File: src/hw/rtl/bcv_pkg.sv
// ----------------------------------------------------------------------------
// bcv_pkg: shared definitions for the battery charge lookup
// Table contents, field widths, type codes and the queue entry format.
// ----------------------------------------------------------------------------
package bcv_pkg;

    localparam int LUT_SLOTS   = 16;
    localparam int IDX_W       = $clog2(LUT_SLOTS);
    localparam int MV_W        = 16;
    localparam int PCT_W       = 7;
    localparam int TYPE_W      = 2;
    localparam int PROD_W      = MV_W + PCT_W;
    localparam int QUO_W       = PCT_W;
    localparam int DIV_STAGES  = QUO_W;
    localparam int QUEUE_DEPTH = 4;
    localparam int QPTR_W      = $clog2(QUEUE_DEPTH);
    localparam int QCNT_W      = $clog2(QUEUE_DEPTH + 1);

    localparam int IRON_PHOSPHATE_ENTRIES = 11;
    localparam int POLYMER_ENTRIES        = 6;

    localparam logic [PCT_W-1:0]  TOP_CAP   = 7'd99;
    localparam logic [PCT_W-1:0]  MAX_PCT   = 7'd100;
    localparam logic [TYPE_W-1:0] TYPE_LFP  = 2'd0;
    localparam logic [TYPE_W-1:0] TYPE_LIPO = 2'd1;

    // Iron phosphate table, descending but for the entry at 26400 mV.
    localparam logic [MV_W-1:0] LFP_MV [LUT_SLOTS] = '{
        16'd27200, 16'd26800, 16'd26600, 16'd26100,
        16'd26400, 16'd26100, 16'd26000, 16'd25800,
        16'd25600, 16'd24000, 16'd20000, 16'd0,
        16'd0,     16'd0,     16'd0,     16'd0
    };
    localparam logic [PCT_W-1:0] LFP_PCT [LUT_SLOTS] = '{
        7'd100, 7'd90, 7'd80, 7'd70, 7'd60, 7'd50, 7'd40, 7'd30,
        7'd20,  7'd10, 7'd0,  7'd0,  7'd0,  7'd0,  7'd0,  7'd0
    };

    localparam logic [MV_W-1:0] LIPO_MV [LUT_SLOTS] = '{
        16'd25200, 16'd24500, 16'd23000, 16'd21000,
        16'd20000, 16'd18000, 16'd0,     16'd0,
        16'd0,     16'd0,     16'd0,     16'd0,
        16'd0,     16'd0,     16'd0,     16'd0
    };
    localparam logic [PCT_W-1:0] LIPO_PCT [LUT_SLOTS] = '{
        7'd100, 7'd90, 7'd80, 7'd20, 7'd10, 7'd0, 7'd0, 7'd0,
        7'd0,   7'd0,  7'd0,  7'd0,  7'd0,  7'd0, 7'd0, 7'd0
    };

    // One classified item: result = base + floor(dv * step / span),
    // capped at TOP_CAP when cap is set.
    typedef struct packed {
        logic [PCT_W-1:0] base;
        logic             cap;
        logic [MV_W-1:0]  dv;
        logic [PCT_W-1:0] step;
        logic [MV_W-1:0]  span;
    } op_t;

endpackage

File: src/hw/rtl/bcv_front.sv
// ----------------------------------------------------------------------------
// bcv_front: table scan and classification
// Finds the first table entry at or below the voltage and turns the item
// into a base percent plus an interpolation job.
// ----------------------------------------------------------------------------
module bcv_front (
    input  logic [bcv_pkg::MV_W-1:0]   voltage_mv,
    input  logic [bcv_pkg::TYPE_W-1:0] chem_code,
    output bcv_pkg::op_t               op
);

    logic [bcv_pkg::MV_W-1:0]  mv  [bcv_pkg::LUT_SLOTS];
    logic [bcv_pkg::PCT_W-1:0] pct [bcv_pkg::LUT_SLOTS];
    logic [bcv_pkg::LUT_SLOTS-1:0] hit;
    logic                      known;
    logic                      found;
    logic [bcv_pkg::IDX_W-1:0] idx;
    logic [bcv_pkg::IDX_W-1:0] prev_idx;

    always_comb begin
        known = 1'b1;
        for (int i = 0; i < bcv_pkg::LUT_SLOTS; i++) begin
            mv[i]  = '0;
            pct[i] = '0;
            hit[i] = 1'b0;
        end
        case (chem_code)
            bcv_pkg::TYPE_LFP: begin
                for (int i = 0; i < bcv_pkg::LUT_SLOTS; i++) begin
                    mv[i]  = bcv_pkg::LFP_MV[i];
                    pct[i] = bcv_pkg::LFP_PCT[i];
                    hit[i] = (i < bcv_pkg::IRON_PHOSPHATE_ENTRIES) &&
                             (bcv_pkg::LFP_MV[i] <= voltage_mv);
                end
            end
            bcv_pkg::TYPE_LIPO: begin
                for (int i = 0; i < bcv_pkg::LUT_SLOTS; i++) begin
                    mv[i]  = bcv_pkg::LIPO_MV[i];
                    pct[i] = bcv_pkg::LIPO_PCT[i];
                    hit[i] = (i < bcv_pkg::POLYMER_ENTRIES) &&
                             (bcv_pkg::LIPO_MV[i] <= voltage_mv);
                end
            end
            default: begin
                known = 1'b0;
            end
        endcase
    end

    // Priority pick of the lowest hit index.
    always_comb begin
        found = 1'b0;
        idx   = '0;
        for (int i = bcv_pkg::LUT_SLOTS - 1; i >= 0; i--) begin
            if (hit[i]) begin
                found = 1'b1;
                idx   = bcv_pkg::IDX_W'(i);
            end
        end
        prev_idx = idx - bcv_pkg::IDX_W'(1);
    end

    always_comb begin
        op.base = '0;
        op.cap  = 1'b0;
        op.dv   = '0;
        op.step = '0;
        op.span = bcv_pkg::MV_W'(1);
        if (known && found) begin
            if (mv[idx] == voltage_mv) begin
                op.base = pct[idx];
            end else if (idx == '0) begin
                op.base = bcv_pkg::TOP_CAP;
            end else begin
                op.base = pct[idx];
                op.cap  = 1'b1;
                op.dv   = voltage_mv - mv[idx];
                op.span = mv[prev_idx] - mv[idx];
                // rising percent between neighbors counts as no step
                op.step = (pct[prev_idx] > pct[idx]) ? pct[prev_idx] - pct[idx] : '0;
            end
        end
    end

endmodule

File: src/hw/rtl/bcv_fifo.sv
// ----------------------------------------------------------------------------
// bcv_fifo: classified item queue
// Short register queue that decouples the scan from the arithmetic pipeline.
// ----------------------------------------------------------------------------
module bcv_fifo (
    input  logic         aclk,
    input  logic         aresetn,
    input  logic         in_valid,
    output logic         in_ready,
    input  bcv_pkg::op_t in_op,
    output logic         out_valid,
    input  logic         out_pop,
    output bcv_pkg::op_t out_op
);

    bcv_pkg::op_t               mem [bcv_pkg::QUEUE_DEPTH];
    logic [bcv_pkg::QPTR_W-1:0] wr_ptr_reg, wr_ptr_next;
    logic [bcv_pkg::QPTR_W-1:0] rd_ptr_reg, rd_ptr_next;
    logic [bcv_pkg::QCNT_W-1:0] count_reg, count_next;
    logic                       push;
    logic                       pop;

    assign in_ready  = (count_reg != bcv_pkg::QCNT_W'(bcv_pkg::QUEUE_DEPTH));
    assign out_valid = (count_reg != '0);
    assign push      = in_valid && in_ready;
    assign pop       = out_pop && out_valid;
    assign out_op    = mem[rd_ptr_reg];

    always_comb begin
        wr_ptr_next = push ? wr_ptr_reg + bcv_pkg::QPTR_W'(1) : wr_ptr_reg;
        rd_ptr_next = pop  ? rd_ptr_reg + bcv_pkg::QPTR_W'(1) : rd_ptr_reg;
        count_next  = count_reg + bcv_pkg::QCNT_W'(push) - bcv_pkg::QCNT_W'(pop);
    end

    always_ff @(posedge aclk) begin
        if (!aresetn) begin
            wr_ptr_reg <= '0;
            rd_ptr_reg <= '0;
            count_reg  <= '0;
        end else begin
            wr_ptr_reg <= wr_ptr_next;
            rd_ptr_reg <= rd_ptr_next;
            count_reg  <= count_next;
        end
    end

    always_ff @(posedge aclk) begin
        if (push) begin
            mem[wr_ptr_reg] <= in_op;
        end
    end

`ifndef NO_ASSERTIONS
    a_count_bound: assert property (@(posedge aclk) disable iff (!aresetn)
        count_reg <= bcv_pkg::QCNT_W'(bcv_pkg::QUEUE_DEPTH))
        else $error("queue count above depth");

    a_count_track: assert property (@(posedge aclk) disable iff (!aresetn)
        $past(aresetn) |-> count_reg ==
            $past(count_reg) + bcv_pkg::QCNT_W'($past(push)) - bcv_pkg::QCNT_W'($past(pop)))
        else $error("queue count out of step with push and pop");

    a_ptr_gap: assert property (@(posedge aclk) disable iff (!aresetn)
        (count_reg == '0 || count_reg == bcv_pkg::QCNT_W'(bcv_pkg::QUEUE_DEPTH))
            |-> wr_ptr_reg == rd_ptr_reg)
        else $error("queue pointers disagree with count");
`endif

endmodule

File: src/hw/rtl/bcv_back.sv
// ----------------------------------------------------------------------------
// bcv_back: interpolation pipeline
// Multiply, restoring divide one quotient bit per stage, add and cap.
// ----------------------------------------------------------------------------
module bcv_back (
    input  logic                      aclk,
    input  logic                      aresetn,
    input  logic                      in_valid,
    output logic                      in_pop,
    input  bcv_pkg::op_t              in_op,
    output logic                      out_valid,
    input  logic                      out_ready,
    output logic [bcv_pkg::PCT_W-1:0] charge_percent
);

    localparam int LAST = bcv_pkg::DIV_STAGES;

    logic                       vld_reg  [LAST+2];
    logic [bcv_pkg::PROD_W-1:0] rem_reg  [LAST+1];
    logic [bcv_pkg::MV_W-1:0]   span_reg [LAST+1];
    logic [bcv_pkg::QUO_W-1:0]  quo_reg  [LAST+1];
    logic [bcv_pkg::PCT_W-1:0]  base_reg [LAST+1];
    logic                       cap_reg  [LAST+1];
    logic [bcv_pkg::PCT_W-1:0]  out_reg;
    logic [bcv_pkg::PROD_W-1:0] trial [LAST+1];
    logic                       ge    [LAST+1];
    logic [bcv_pkg::PCT_W:0]    sum;
    logic                       adv;

    // Whole pipeline advances unless the output register holds an untaken item.
    assign adv            = !vld_reg[LAST+1] || out_ready;
    assign in_pop         = adv;
    assign out_valid      = vld_reg[LAST+1];
    assign charge_percent = out_reg;

    always_comb begin
        trial[0] = '0;
        ge[0]    = 1'b0;
        for (int j = 1; j <= LAST; j++) begin
            trial[j] = bcv_pkg::PROD_W'(span_reg[j-1]) << (LAST - j);
            ge[j]    = rem_reg[j-1] >= trial[j];
        end
        sum = {1'b0, base_reg[LAST]} + {1'b0, quo_reg[LAST]};
    end

    always_ff @(posedge aclk) begin
        if (!aresetn) begin
            for (int j = 0; j <= LAST + 1; j++) begin
                vld_reg[j] <= 1'b0;
            end
        end else if (adv) begin
            vld_reg[0] <= in_valid;
            for (int j = 1; j <= LAST + 1; j++) begin
                vld_reg[j] <= vld_reg[j-1];
            end
        end
    end

    always_ff @(posedge aclk) begin
        if (adv) begin
            rem_reg[0]  <= bcv_pkg::PROD_W'(in_op.dv) * bcv_pkg::PROD_W'(in_op.step);
            span_reg[0] <= in_op.span;
            quo_reg[0]  <= '0;
            base_reg[0] <= in_op.base;
            cap_reg[0]  <= in_op.cap;
            for (int j = 1; j <= LAST; j++) begin
                rem_reg[j]  <= ge[j] ? rem_reg[j-1] - trial[j] : rem_reg[j-1];
                quo_reg[j]  <= quo_reg[j-1] |
                               (ge[j] ? bcv_pkg::QUO_W'(1) << (LAST - j) : '0);
                span_reg[j] <= span_reg[j-1];
                base_reg[j] <= base_reg[j-1];
                cap_reg[j]  <= cap_reg[j-1];
            end
            if (cap_reg[LAST] && sum > {1'b0, bcv_pkg::TOP_CAP}) begin
                out_reg <= bcv_pkg::TOP_CAP;
            end else begin
                out_reg <= sum[bcv_pkg::PCT_W-1:0];
            end
        end
    end

`ifndef NO_ASSERTIONS
    a_out_range: assert property (@(posedge aclk) disable iff (!aresetn)
        out_valid |-> charge_percent <= bcv_pkg::MAX_PCT)
        else $error("charge above full scale");

    a_rem_below_span: assert property (@(posedge aclk) disable iff (!aresetn)
        vld_reg[LAST] |-> rem_reg[LAST] < bcv_pkg::PROD_W'(span_reg[LAST]))
        else $error("division remainder not below span");

    a_stall_hold: assert property (@(posedge aclk) disable iff (!aresetn)
        (out_valid && !out_ready) |=> out_valid && $stable(out_reg))
        else $error("stalled result changed");
`endif

endmodule

File: src/hw/rtl/battery_charge_from_voltage_lut.sv
// ----------------------------------------------------------------------------
// battery_charge_from_voltage_lut: battery state of charge from voltage
// Streaming lookup with linear interpolation over fixed per-type tables.
// ----------------------------------------------------------------------------
// Send a voltage in millivolts on s_tdata and the battery type on s_tuser
// (0 iron phosphate, 1 polymer, other codes read as 0 %); one charge percent
// comes back per item, in order. The block takes one item per clock cycle
// as long as the result side keeps up. The stages from the accepting edge
// to m_tvalid are the queue write, the multiply stage, seven restoring
// divider stages (one quotient bit each) and the output register. A four
// entry queue sits between the table scan and the arithmetic pipeline.
// An exact hit on the first entry at or below the voltage gives its percent;
// between entries the result is truncated and capped at 99, so 100 appears
// only on an exact match with the top entry. No reset sweep is needed.
// ----------------------------------------------------------------------------
module battery_charge_from_voltage_lut (
    input  logic       aclk,
    input  logic       aresetn,
    input  logic       s_tvalid,
    output logic       s_tready,
    input  logic [15:0] s_tdata,  // [15:0] voltage_mv
    input  logic [1:0]  s_tuser,  // [1:0] chem_code
    output logic       m_tvalid,
    input  logic       m_tready,
    output logic [7:0] m_tdata    // [6:0] charge_percent, [7] zero
);

    bcv_pkg::op_t              front_op;
    bcv_pkg::op_t              queue_op;
    logic                      queue_valid;
    logic                      back_pop;
    logic [bcv_pkg::PCT_W-1:0] charge;

    // Classify the incoming item straight from the ports.
    bcv_front u_front (
        .voltage_mv (s_tdata),
        .chem_code  (s_tuser),
        .op         (front_op)
    );

    // Hold classified items until the pipeline takes them.
    bcv_fifo u_fifo (
        .aclk      (aclk),
        .aresetn   (aresetn),
        .in_valid  (s_tvalid),
        .in_ready  (s_tready),
        .in_op     (front_op),
        .out_valid (queue_valid),
        .out_pop   (back_pop),
        .out_op    (queue_op)
    );

    // Interpolate, divide and cap; stall as a whole on output backpressure.
    bcv_back u_back (
        .aclk           (aclk),
        .aresetn        (aresetn),
        .in_valid       (queue_valid),
        .in_pop         (back_pop),
        .in_op          (queue_op),
        .out_valid      (m_tvalid),
        .out_ready      (m_tready),
        .charge_percent (charge)
    );

    assign m_tdata = {1'b0, charge};

endmodule

File: config.mk
export PLATFORM = sky130hd
export DESIGN_NAME = battery_charge_from_voltage_lut
export DESIGN_NICKNAME = d
export VERILOG_FILES = /design/src/hw/rtl/bcv_pkg.sv /design/src/hw/rtl/bcv_front.sv /design/src/hw/rtl/bcv_fifo.sv /design/src/hw/rtl/bcv_back.sv /design/src/hw/rtl/battery_charge_from_voltage_lut.sv
export SDC_FILE = /design/constraint.sdc
export NUM_CORES = 1
export LEC_CHECK = 0
export BUFFER_PORTS_ARGS = -buffer_cell sky130_fd_sc_hd__buf_4
export CORE_ASPECT_RATIO = 1.4
export CORE_MARGIN = 2
export CORE_UTILIZATION = 34
export CTS_BUF_LIST = sky130_fd_sc_hd__clkbuf_2 sky130_fd_sc_hd__clkbuf_4 sky130_fd_sc_hd__clkbuf_8
export DETAILED_ROUTE_END_ITERATION = 8
export GPL_TIMING_DRIVEN = 0
export HOLD_SLACK_MARGIN = 0.08
export SYNTH_ARGS = -nofsm -noshare
export SYNTH_HDL_FRONTEND = slang
export SYNTH_HIERARCHICAL = 1
export SYNTH_SLANG_ARGS = --single-unit
export TNS_END_PERCENT = 50
File: constraint.sdc
create_clock -name aclk -period 34.1 [get_ports aclk]
set_input_delay 1.705 -clock aclk [delete_from_list [all_inputs] [get_ports aclk]]
set_output_delay 1.705 -clock aclk [all_outputs]
set_load 0.1 [all_outputs]
# [Word-level counts from Yosys, hierarchy flattened]
# Memories as Yosys holds them, arrays and structs flattened. A register that Yosys moved wholly into a read port is not among the register bits.
# Index checks and enable logic that the tools add are counted.
[word_totals] word_cells=171 input_bits=22 memories=7 ram_bits=629 reg_bits=14 output_inout_bits=10
[classes] mux=86 reduce_logical=10 magnitude_cmp=26 n_addsub=16 bitwise_logic=18 n_mul=1 eq_ne=3
[memory_table] memory="u_fifo.mem" words=4 word_bits=47 read_ports=1 rd_ports_with_merged_regs=1 wr=1 line="bcv_fifo.sv:16" text="bcv_pkg::op_t mem [bcv_pkg::QUEUE_DEPTH];"
[memory_table] memory="u_back.rem_reg" words=8 word_bits=23 read_ports=7 rd_ports_with_merged_regs=0 wr=8 line="bcv_back.sv:19" text="logic [bcv_pkg::PROD_W-1:0] rem_reg [LAST+1];"
[memory_table] memory="u_back.span_reg" words=8 word_bits=16 read_ports=7 rd_ports_with_merged_regs=0 wr=8 line="bcv_back.sv:20" text="logic [bcv_pkg::MV_W-1:0] span_reg [LAST+1];"
[memory_table] memory="u_back.base_reg" words=8 word_bits=7 read_ports=8 rd_ports_with_merged_regs=0 wr=8 line="bcv_back.sv:22" text="logic [bcv_pkg::PCT_W-1:0] base_reg [LAST+1];"
[memory_table] memory="u_back.quo_reg" words=8 word_bits=7 read_ports=8 rd_ports_with_merged_regs=0 wr=8 line="bcv_back.sv:21" text="logic [bcv_pkg::QUO_W-1:0] quo_reg [LAST+1];"
[memory_table] memory="u_back.vld_reg" words=9 word_bits=1 read_ports=9 rd_ports_with_merged_regs=0 wr=9 line="bcv_back.sv:18" text="logic vld_reg [LAST+2];"
[memory_table] memory="1 more memories"
[op_table] cell="case mux 255 bit (2 select lines)" n=1
[op_table] cell="<= comparator 15 x 16 -> 1 bit (first input constant)" n=15
[op_table] cell="case mux 112 bit (2 select lines)" n=1
[op_table] cell="two-way mux 23 bit" n=7
[op_table] cell="binary-select mux 16 bit (select 4 bit)" n=2
[op_table] cell="two-way mux 40 bit" n=2
[op_table] cell="two-way mux 4 bit" n=17
[op_table] cell="two-way mux 16 bit" n=4
[op_table] cell="binary-select mux 7 bit (select 4 bit)" n=2
[op_table] cell="two-way mux 7 bit" n=8
[op_table] cell="OR 7 bit" n=7
[op_table] cell="two-way mux 47 bit" n=1
[op_table] cell="two-way mux 1 bit" n=34
[op_table] cell="subtractor 16 bit" n=2
[op_table] cell="greater-or-equal comparator 23 x 16 -> 1 bit" n=1
[op_table] cell="greater-or-equal comparator 23 x 17 -> 1 bit" n=1
[op_table] cell="greater-or-equal comparator 23 x 18 -> 1 bit" n=1
[op_table] cell="greater-or-equal comparator 23 x 19 -> 1 bit" n=1
[op_table] cell="greater-or-equal comparator 23 x 20 -> 1 bit" n=1
[op_table] cell="greater-or-equal comparator 23 x 21 -> 1 bit" n=1
[op_table] cell="greater-or-equal comparator 23 x 22 -> 1 bit" n=1
[op_table] cell="multiplier 16 x 7 -> 23 bit" n=1
[op_table] cell="subtractor 23 x 16 -> 23 bit" n=1
[op_table] cell="subtractor 23 x 17 -> 23 bit" n=1
[op_table] cell="31 further kinds" n=47

# [Depth between registers and ports, before layout]
# Gate-level depths: netlist (run 1).
[depth] depth_word=26 depth_mapped=28 ltp_nobuf=25

# [Modules after synthesis]
# Netlist (run 1), hierarchy kept.
[by_module_without_submodules] module="bcv_back" seq_area_each_um2=11441.0 instances=1 area_each_um2=22405.2 cells_each=1920
[by_module_without_submodules] module="bcv_fifo" seq_area_each_um2=5825.6 instances=1 area_each_um2=7275.7 cells_each=293
[by_module_without_submodules] module="bcv_front" seq_area_each_um2=0.0 instances=1 area_each_um2=3372.0 cells_each=515
[by_module_without_submodules] module="battery_charge_from_voltage_lut" seq_area_each_um2=0.0 instances=1 area_each_um2=11.3 cells_each=2

# [Worst setup path before layout (run 1)]
# Ideal clock, no wire load.
[synth_timing] kind="input port to flip-flop" from="in m_tready" to="reg u_fifo/count_reg[2] (netlist name)" required_time_ps=33985 n_path_buf=1 setup_ps=115 setup_slack_ps=19708 arrival_time_ps=14277 stages=11 cell_sequence="nand2b_1 -> clkbuf_1 -> o31a_1 -> ha_1 -> inv_1 -> ha_1 -> inv_1 -> fa_1 -> xnor2_1 -> xnor2_1 -> and2_1"
[synth_between] elab_chain_cells=3
[synth_rtl] item="start, declared" line="battery_charge_from_voltage_lut.sv:24" text="input logic m_tready,"
[synth_rtl] item="logical OR 1 bit" line="bcv_back.sv:31" text="assign adv = !vld_reg[LAST+1] || out_ready;"
[synth_rtl] item="named net back_pop" line="battery_charge_from_voltage_lut.sv:31" text="logic back_pop;"
[synth_rtl] item="logical AND 1 bit" line="bcv_fifo.sv:26" text="assign pop = out_pop && out_valid;"
[synth_rtl] item="named net u_fifo.pop" line="bcv_fifo.sv:21" text="logic pop;"
[synth_rtl] item="subtractor 3 x 1 -> 3 bit" line="bcv_fifo.sv:32" text="count_next = count_reg + bcv_pkg::QCNT_W'(push) - bcv_pkg::QCNT_W'(pop);"
[synth_rtl] item="end signal, assigned" line="bcv_fifo.sv:43" text="count_reg <= count_next;"
[synth_rtl] item="end, declared" line="bcv_fifo.sv:19" text="logic [bcv_pkg::QCNT_W-1:0] count_reg, count_next;"
# The timed path passes the listed nets, and every way through them passes these cells.
# A chain may end at the register's enable or synchronous reset.

==> results.tsv, run 1 <==
stage	metric	value	unit
timing	Worst Tran Pin Value	1.18	ns
run_status	status	complete, no violations	
worst_setup_path	Arrival @ worst endpoint	8.67	ns
synth	number of synthesized flops with an enable pin	569	
detailed_routing	drt initial violations	1162	
cells_and_area	share of cells above drive strength 1	11.4	%
synth	main combinational cell family by area after synthesis	adder cells	
timing	pins over their slew limit	0	
cells_and_area	Layout Nets	3163	
cells_and_area	Synth-to-Final Area Change	12.2	%
detailed_routing	ANT nets after route	0	
synth	Synth Instances	2730	
cells_and_area	fill count	9448	
place	post-DP HPWL	56.2	mm
timing	fin crit share	24.4	%
cells_and_area	design area	37100	um^2
grt	largest net degree at the start of global routing	71	
synth	Compound-Gate Fraction of Synth Area	12.0	%
die	Starting Density	34.2	%
worst_setup_path	Critical Path Fanout Max	10	
worst_setup_path	Worst Setup Start Kind	input pin	
synth	Seq cells post-synth	578	
clock_tree	Clock Tree Buf Depth	3	
grt	number of antenna violations at the first check in global routing	1	
place	cell area after placement	35200	um^2
synth	Async SR Flop Fraction	0	%
timing	post-route minimum period	8.32	ns
timing	final worst slack	25.78	ns
clock_tree	setup bufs post-CTS	0	
clock_tree	Post-CTS Resized	0	
clock_tree	clock sink count	578	
flow_run	max cap viols	0	
die	FP Rows	135	
die	DIE HEIGHT	373	um
detailed_routing	Vias	21100	
grt	first-pass GRT wire length	117	mm
detailed_routing	# DRC	0	
clock_tree	htree depth	3	
synth	Main synth FF type	edfxtp_1	
timing	max_slew headroom	20.8	%
worst_setup_path	crit end category	flop	
grt	vias in the first global route	22500	
clock_tree	Clock Pin Slew Worst Setup and Hold Paths	0.06	ns
detailed_routing	Detailed Route WL	73.2	mm
place	PortBufs	28	
worst_hold_path	Hold Path Class	flop to flop	
synth	Synth Area in XOR/XNOR	3.23	%
timing	Max Freq	0.120	GHz
place	Final GP Congestion	0.886	
grt	total gr overflow	0	
synth	Post-synth top cells	edfxtp_1, inv_1, ha_1	
timing	count of final hold-check violations	0	
worst_setup_path	Crit Path Class	input pin to flop	
grt	Tot GR Track Use	14.9	%
synth	Synth Area in Adders	12.4	%
synth	cell with the most instances after synthesis	edfxtp_1	
place	pre-CTS setup slack	25.37	ns
detailed_routing	Wirelength per Cell	17.3	um
timing	final setup TNS	0	ns
timing	RSZ-0062 raised after global routing	false	
synth	syn_area_per_cell	12.1	um^2
worst_setup_path	WP data required	34.45	ns
die	core area	96600	um^2
die	Die X-Extent	268	um
synth	Synth Warn #	6	
cells_and_area	final core utilization	38.4	%
detailed_routing	DR vias/cell	4.98	
synth	leading area contributor after synthesis	edfxtp_1	
synth	multiplexer share of the synthesized area	4.39	%
synth	Unique masters post-synth	109	
timing	endpoints failing setup	0	
clock_tree	Root Driver	clkbuf_8	
detailed_routing	Initial DRT Pass Iterations	5	
die	die area	99800	um^2
clock_tree	hold_buf cts	0	
synth	area share of the largest cell type after synthesis	51.7	%
clock_tree	CTS tree	yes	
die	total I/O pin count	32	
clock_tree	Worst-Skew Late Latency	0.69	ns
synth	top cells by area, synth	edfxtp_1, ha_1, fa_1	
synth	post-synthesis cell area	33100	um^2
synth	Post-Synth Simple-Gate Area	11.3	%
timing	Worst Clk Skew	0.0313	ns
cells_and_area	number of flip-flops in the largest register	188	
clock_tree	CTS Buf Count	90	
synth	sequential fraction of the synthesis area	52.2	%
-- cell families (layout without fill, tap and decap cells) --
group,after synthesis,count (layout)
buffers and inverters,341,545
adder cells (fa/ha/maj),281,281
XOR/XNOR,122,122
other,2,4
AND/OR/NAND/NOR,730,730
AO/OA/AOI/OAI,593,593
flip-flops,578,578
multiplexers,83,83
-- final timing paths --
kind                                              from               endpoint  slack [ns]  depth (start not counted)
worst max-delay path                       s_tdata[14]      u_fifo/mem[1][15]       25.78                         26
worst min-delay path            u_back/base_reg[0][26]  u_back/base_reg[1][5]        0.42                          0
worst max register to register                    flop  u_back/rem_reg[0][19]       27.31                         19
worst min register to register  u_back/base_reg[0][26]  u_back/base_reg[1][5]        0.42                          0
-- critical path, cell delays in order --
cell and delay, ns:
buf_4 0.09, buf_4 0.16, nand4bb_1 0.29, o311ai_1 0.81, o211ai_2 0.36, o21ai_2 0.43, nand2_4 0.15, inv_2 0.24
buf_2 0.31, ha_1 0.27, o21ai_1 0.13, nand2_1 0.19, buf_1 0.43, nand3_1 0.13, a21oi_1 0.17, o21a_1 0.14
ha_1 0.22, nor2b_1 0.12, o21ai_0 0.21, a21boi_0 0.15, o21a_1 0.20, o21ai_0 0.38, a21oi_1 0.17, nor3_1 0.34
nor3_1 0.10, a2111oi_0 0.75
-- cell usage in the layout (no fill, tap or decap), drive strengths merged, types with 86 or more instances in the layout --
cell type	netlist	layout
o21ai	144	144
nor2	169	169
buf	47	86
clkbuf	35	147
and2	108	108
a21oi	144	144
edfxtp	569	569
nand2	171	171
inv	259	264
ha	199	199
-- per-stage QoR --
step	hold slack, ns	instances
after global placement	0.401	4060
final	0.416	4237
after global routing	0.420	4237
after floorplan	0.400	2731
after detailed placement	0.405	4071
after CTS	0.416	4236
-- layout make-up --
cell class	count	area, um^2	share of cell area, %
flip-flops and latches	578	17300	46.5
multi-input cells	1812	14300	38.7
well taps	1301	1630	4.39
clock buffers	112	1410	3.80
inverters	259	972	2.62
clock inverters	53	518	1.40
plain buffers	82	492	1.33
repair buffers	39	460	1.24
diodes	1	2.50	0.00675
-- layer usage --
layer / track usage [%] / vias to the layer above / wire length [um]
met5: 0 / - / 0
met4: 8.16 / 0 / 3940
met3: 2.26 / 188 / 2250
met2: 29.8 / 412 / 41500
met1: 14.0 / 10100 / 25500
li1: - / 10300 / -
Power of run 1 is left out: the tool's default activity adds up to more than one toggle a clock period on the data nets, which glitch-free logic cannot reach.
==> run 2: changes to the inputs <==
==> constraint.sdc (replaced) <==
create_clock -name aclk -period 7.8 [get_ports aclk]
set_input_delay 0.39 -clock aclk [delete_from_list [all_inputs] [get_ports aclk]]
set_output_delay 0.39 -clock aclk [all_outputs]
set_load 0.1 [all_outputs]
==> run 2 against run 1 <==
Critical path depth fell by 7. Global-route usage rose by 0.16 points. Clock-buffer cell count rose by 13. Setup slack got worse by 25 ns. Core utilization fell by 0.14 points. Design area fell by 0.37%. Non-clock buffer count did not move. First-iteration DRC count rose by 1.0%. Routed wire length rose by 1.4%. Die area did not move. Sequential share of layout area rose by 0.17 points. Clock skew rose by 0.022 ns.
==> results.tsv, run 2 (synthesized netlist as in run 1, its figures left out) <==
stage	metric	value	unit
flow_run	max cap viols	0	
clock_tree	setup bufs post-CTS	0	
cells_and_area	Synth-to-Final Area Change	11.8	%
detailed_routing	drt initial violations	1174	
place	PortBufs	28	
worst_setup_path	Critical Path Fanout Max	10	
timing	fin crit share	86.8	%
timing	pins over their slew limit	0	
grt	total gr overflow	0	
detailed_routing	Detailed Route WL	74.2	mm
detailed_routing	Initial DRT Pass Iterations	5	
worst_setup_path	WP data required	8.28	ns
worst_setup_path	stages on the worst setup path	19	
grt	number of antenna violations at the first check in global routing	2	
clock_tree	Root Driver	clkbuf_8	
timing	final worst slack	1.03	ns
worst_setup_path	cells along the critical path	buf_2 > buf_2 > mux4_2 > clkbuf_1 > nand2_1 > fa_1 > fa_1 > inv_1 > fa_1 > inv_1 > fa_1 > inv_1 > ha_1 > o21a_1 > a2111oi_0 > o21ai_1 > a21oi_1 > o21ai_1 > o211a_1	
detailed_routing	# DRC	0	
timing	Worst Clk Skew	0.0531	ns
die	core area	96600	um^2
die	DIE HEIGHT	373	um
die	Starting Density	34.2	%
clock_tree	Clock Tree Buf Depth	3	
detailed_routing	Wirelength per Cell	17.5	um
cells_and_area	number of flip-flops in the largest register	188	
clock_tree	hold_buf cts	3	
cells_and_area	final core utilization	38.3	%
die	Die X-Extent	268	um
clock_tree	htree depth	3	
worst_setup_path	crit end category	flop	
grt	first-pass GRT wire length	118	mm
timing	max_slew headroom	30.9	%
worst_setup_path	Crit-path slowest cell	a2111oi_0	
worst_setup_path	Arrival @ worst endpoint	7.26	ns
clock_tree	clock sink count	578	
clock_tree	Clock Pin Slew Worst Setup and Hold Paths	0.06	ns
detailed_routing	Vias	21300	
worst_setup_path	R2R cell count	19	
run_status	status	complete, no violations	
worst_setup_path	cell mode on critical path	fa_1	
detailed_routing	ANT nets after route	0	
worst_setup_path	Worst Setup Start Kind	flop	
die	total I/O pin count	32	
worst_setup_path	critical path's top delay family	adder cells	
grt	Tot GR Track Use	15.0	%
cells_and_area	Layout Nets	3166	
die	FP Rows	135	
timing	endpoints failing setup	0	
timing	count of final hold-check violations	0	
cells_and_area	commonest non-fill, non-tap cells in the layout	edfxtp_1, inv_1, ha_1	
place	post-DP HPWL	56.1	mm
grt	largest net degree at the start of global routing	119	
worst_setup_path	Crit Path Class	flop to flop	
timing	Worst Tran Pin Value	1.01	ns
worst_setup_path	CP bufs+invs	6	
timing	RSZ-0062 raised after global routing	false	
place	pre-CTS setup slack	0.818	ns
timing	post-route minimum period	6.77	ns
cells_and_area	share of cells above drive strength 1	11.4	%
cells_and_area	commonest non-fill, non-tap cell in the layout	edfxtp_1	
timing	Max Freq	0.148	GHz
clock_tree	Worst-Skew Late Latency	0.73	ns
place	Final GP Congestion	0.930	
clock_tree	CTS tree	yes	
clock_tree	Post-CTS Resized	0	
clock_tree	CTS Buf Count	93	
worst_hold_path	WHS Path Cells	3	
worst_setup_path	slowest stage delay, CP	0.64	ns
detailed_routing	DR vias/cell	5.03	
die	die area	99800	um^2
grt	vias in the first global route	22500	
worst_hold_path	Hold Path Class	input pin to flop	
## run 2: cell count changes in the layout (fill, tap and decap cells not counted), sizes merged
cell         change
clkbuf          +14
clkinv          -11
clkinvlp         -2
bufinv           -6
dlygate4sd3      +3
diode            +1
buf              -4
## run 2: path summary, 6_finish.rpt
check,end,startpoint,slack (ns)
max,u_back/rem_reg[0][19],flop,1.03
min,u_fifo/wr_ptr_reg[1],s_tvalid,0.20
max reg2reg,u_back/rem_reg[0][19],flop,1.03
min reg2reg,u_back/base_reg[0][21],u_back/base_reg[0][14],0.42
## run 2: layer usage
metal / share of wire (%) / global-route usage (%) / up-vias
met4: 6.0 / 9.08 / 0
met3: 2.9 / 2.22 / 205
met1: 35 / 14.0 / 10300
met5: 0 / 0 / -
li1: - / - / 10300
met2: 56 / 30.0 / 438
## run 2: cell type report
cell class,instances,area [um^2]
flip-flops and latches,578,17300
repair buffers,39,408
diodes,2,5.00
clock inverters,34,313
fillers,9470,59700
inverters,259,972
multi-input cells,1812,14300
clock buffers,125,1520
plain buffers,82,498
well taps,1301,1630
## run 2: through the flow
stage | hold WS, ns | cell area, um^2 | setup TNS (ns) | std cells
after CTS | 0.140 | 36900 | 0 | 4229
after detailed placement | 0.405 | 35100 | 0 | 4067
after global placement | 0.400 | 34900 | -6.07 | 4060
after floorplan | 0.400 | 33100 | 0 | 2731
after global routing | 0.208 | 37000 | 0 | 4232
final | 0.200 | 37000 | 0 | 4232
## run 2: worst min-delay path: cells and delay by family
family	cells	cell delay [ns]
muxes	1	0.14
AOI/OAI and AO/OA	1	0.19
buffers and inverters	1	0.11
Power of run 2 is left out for the same reason.
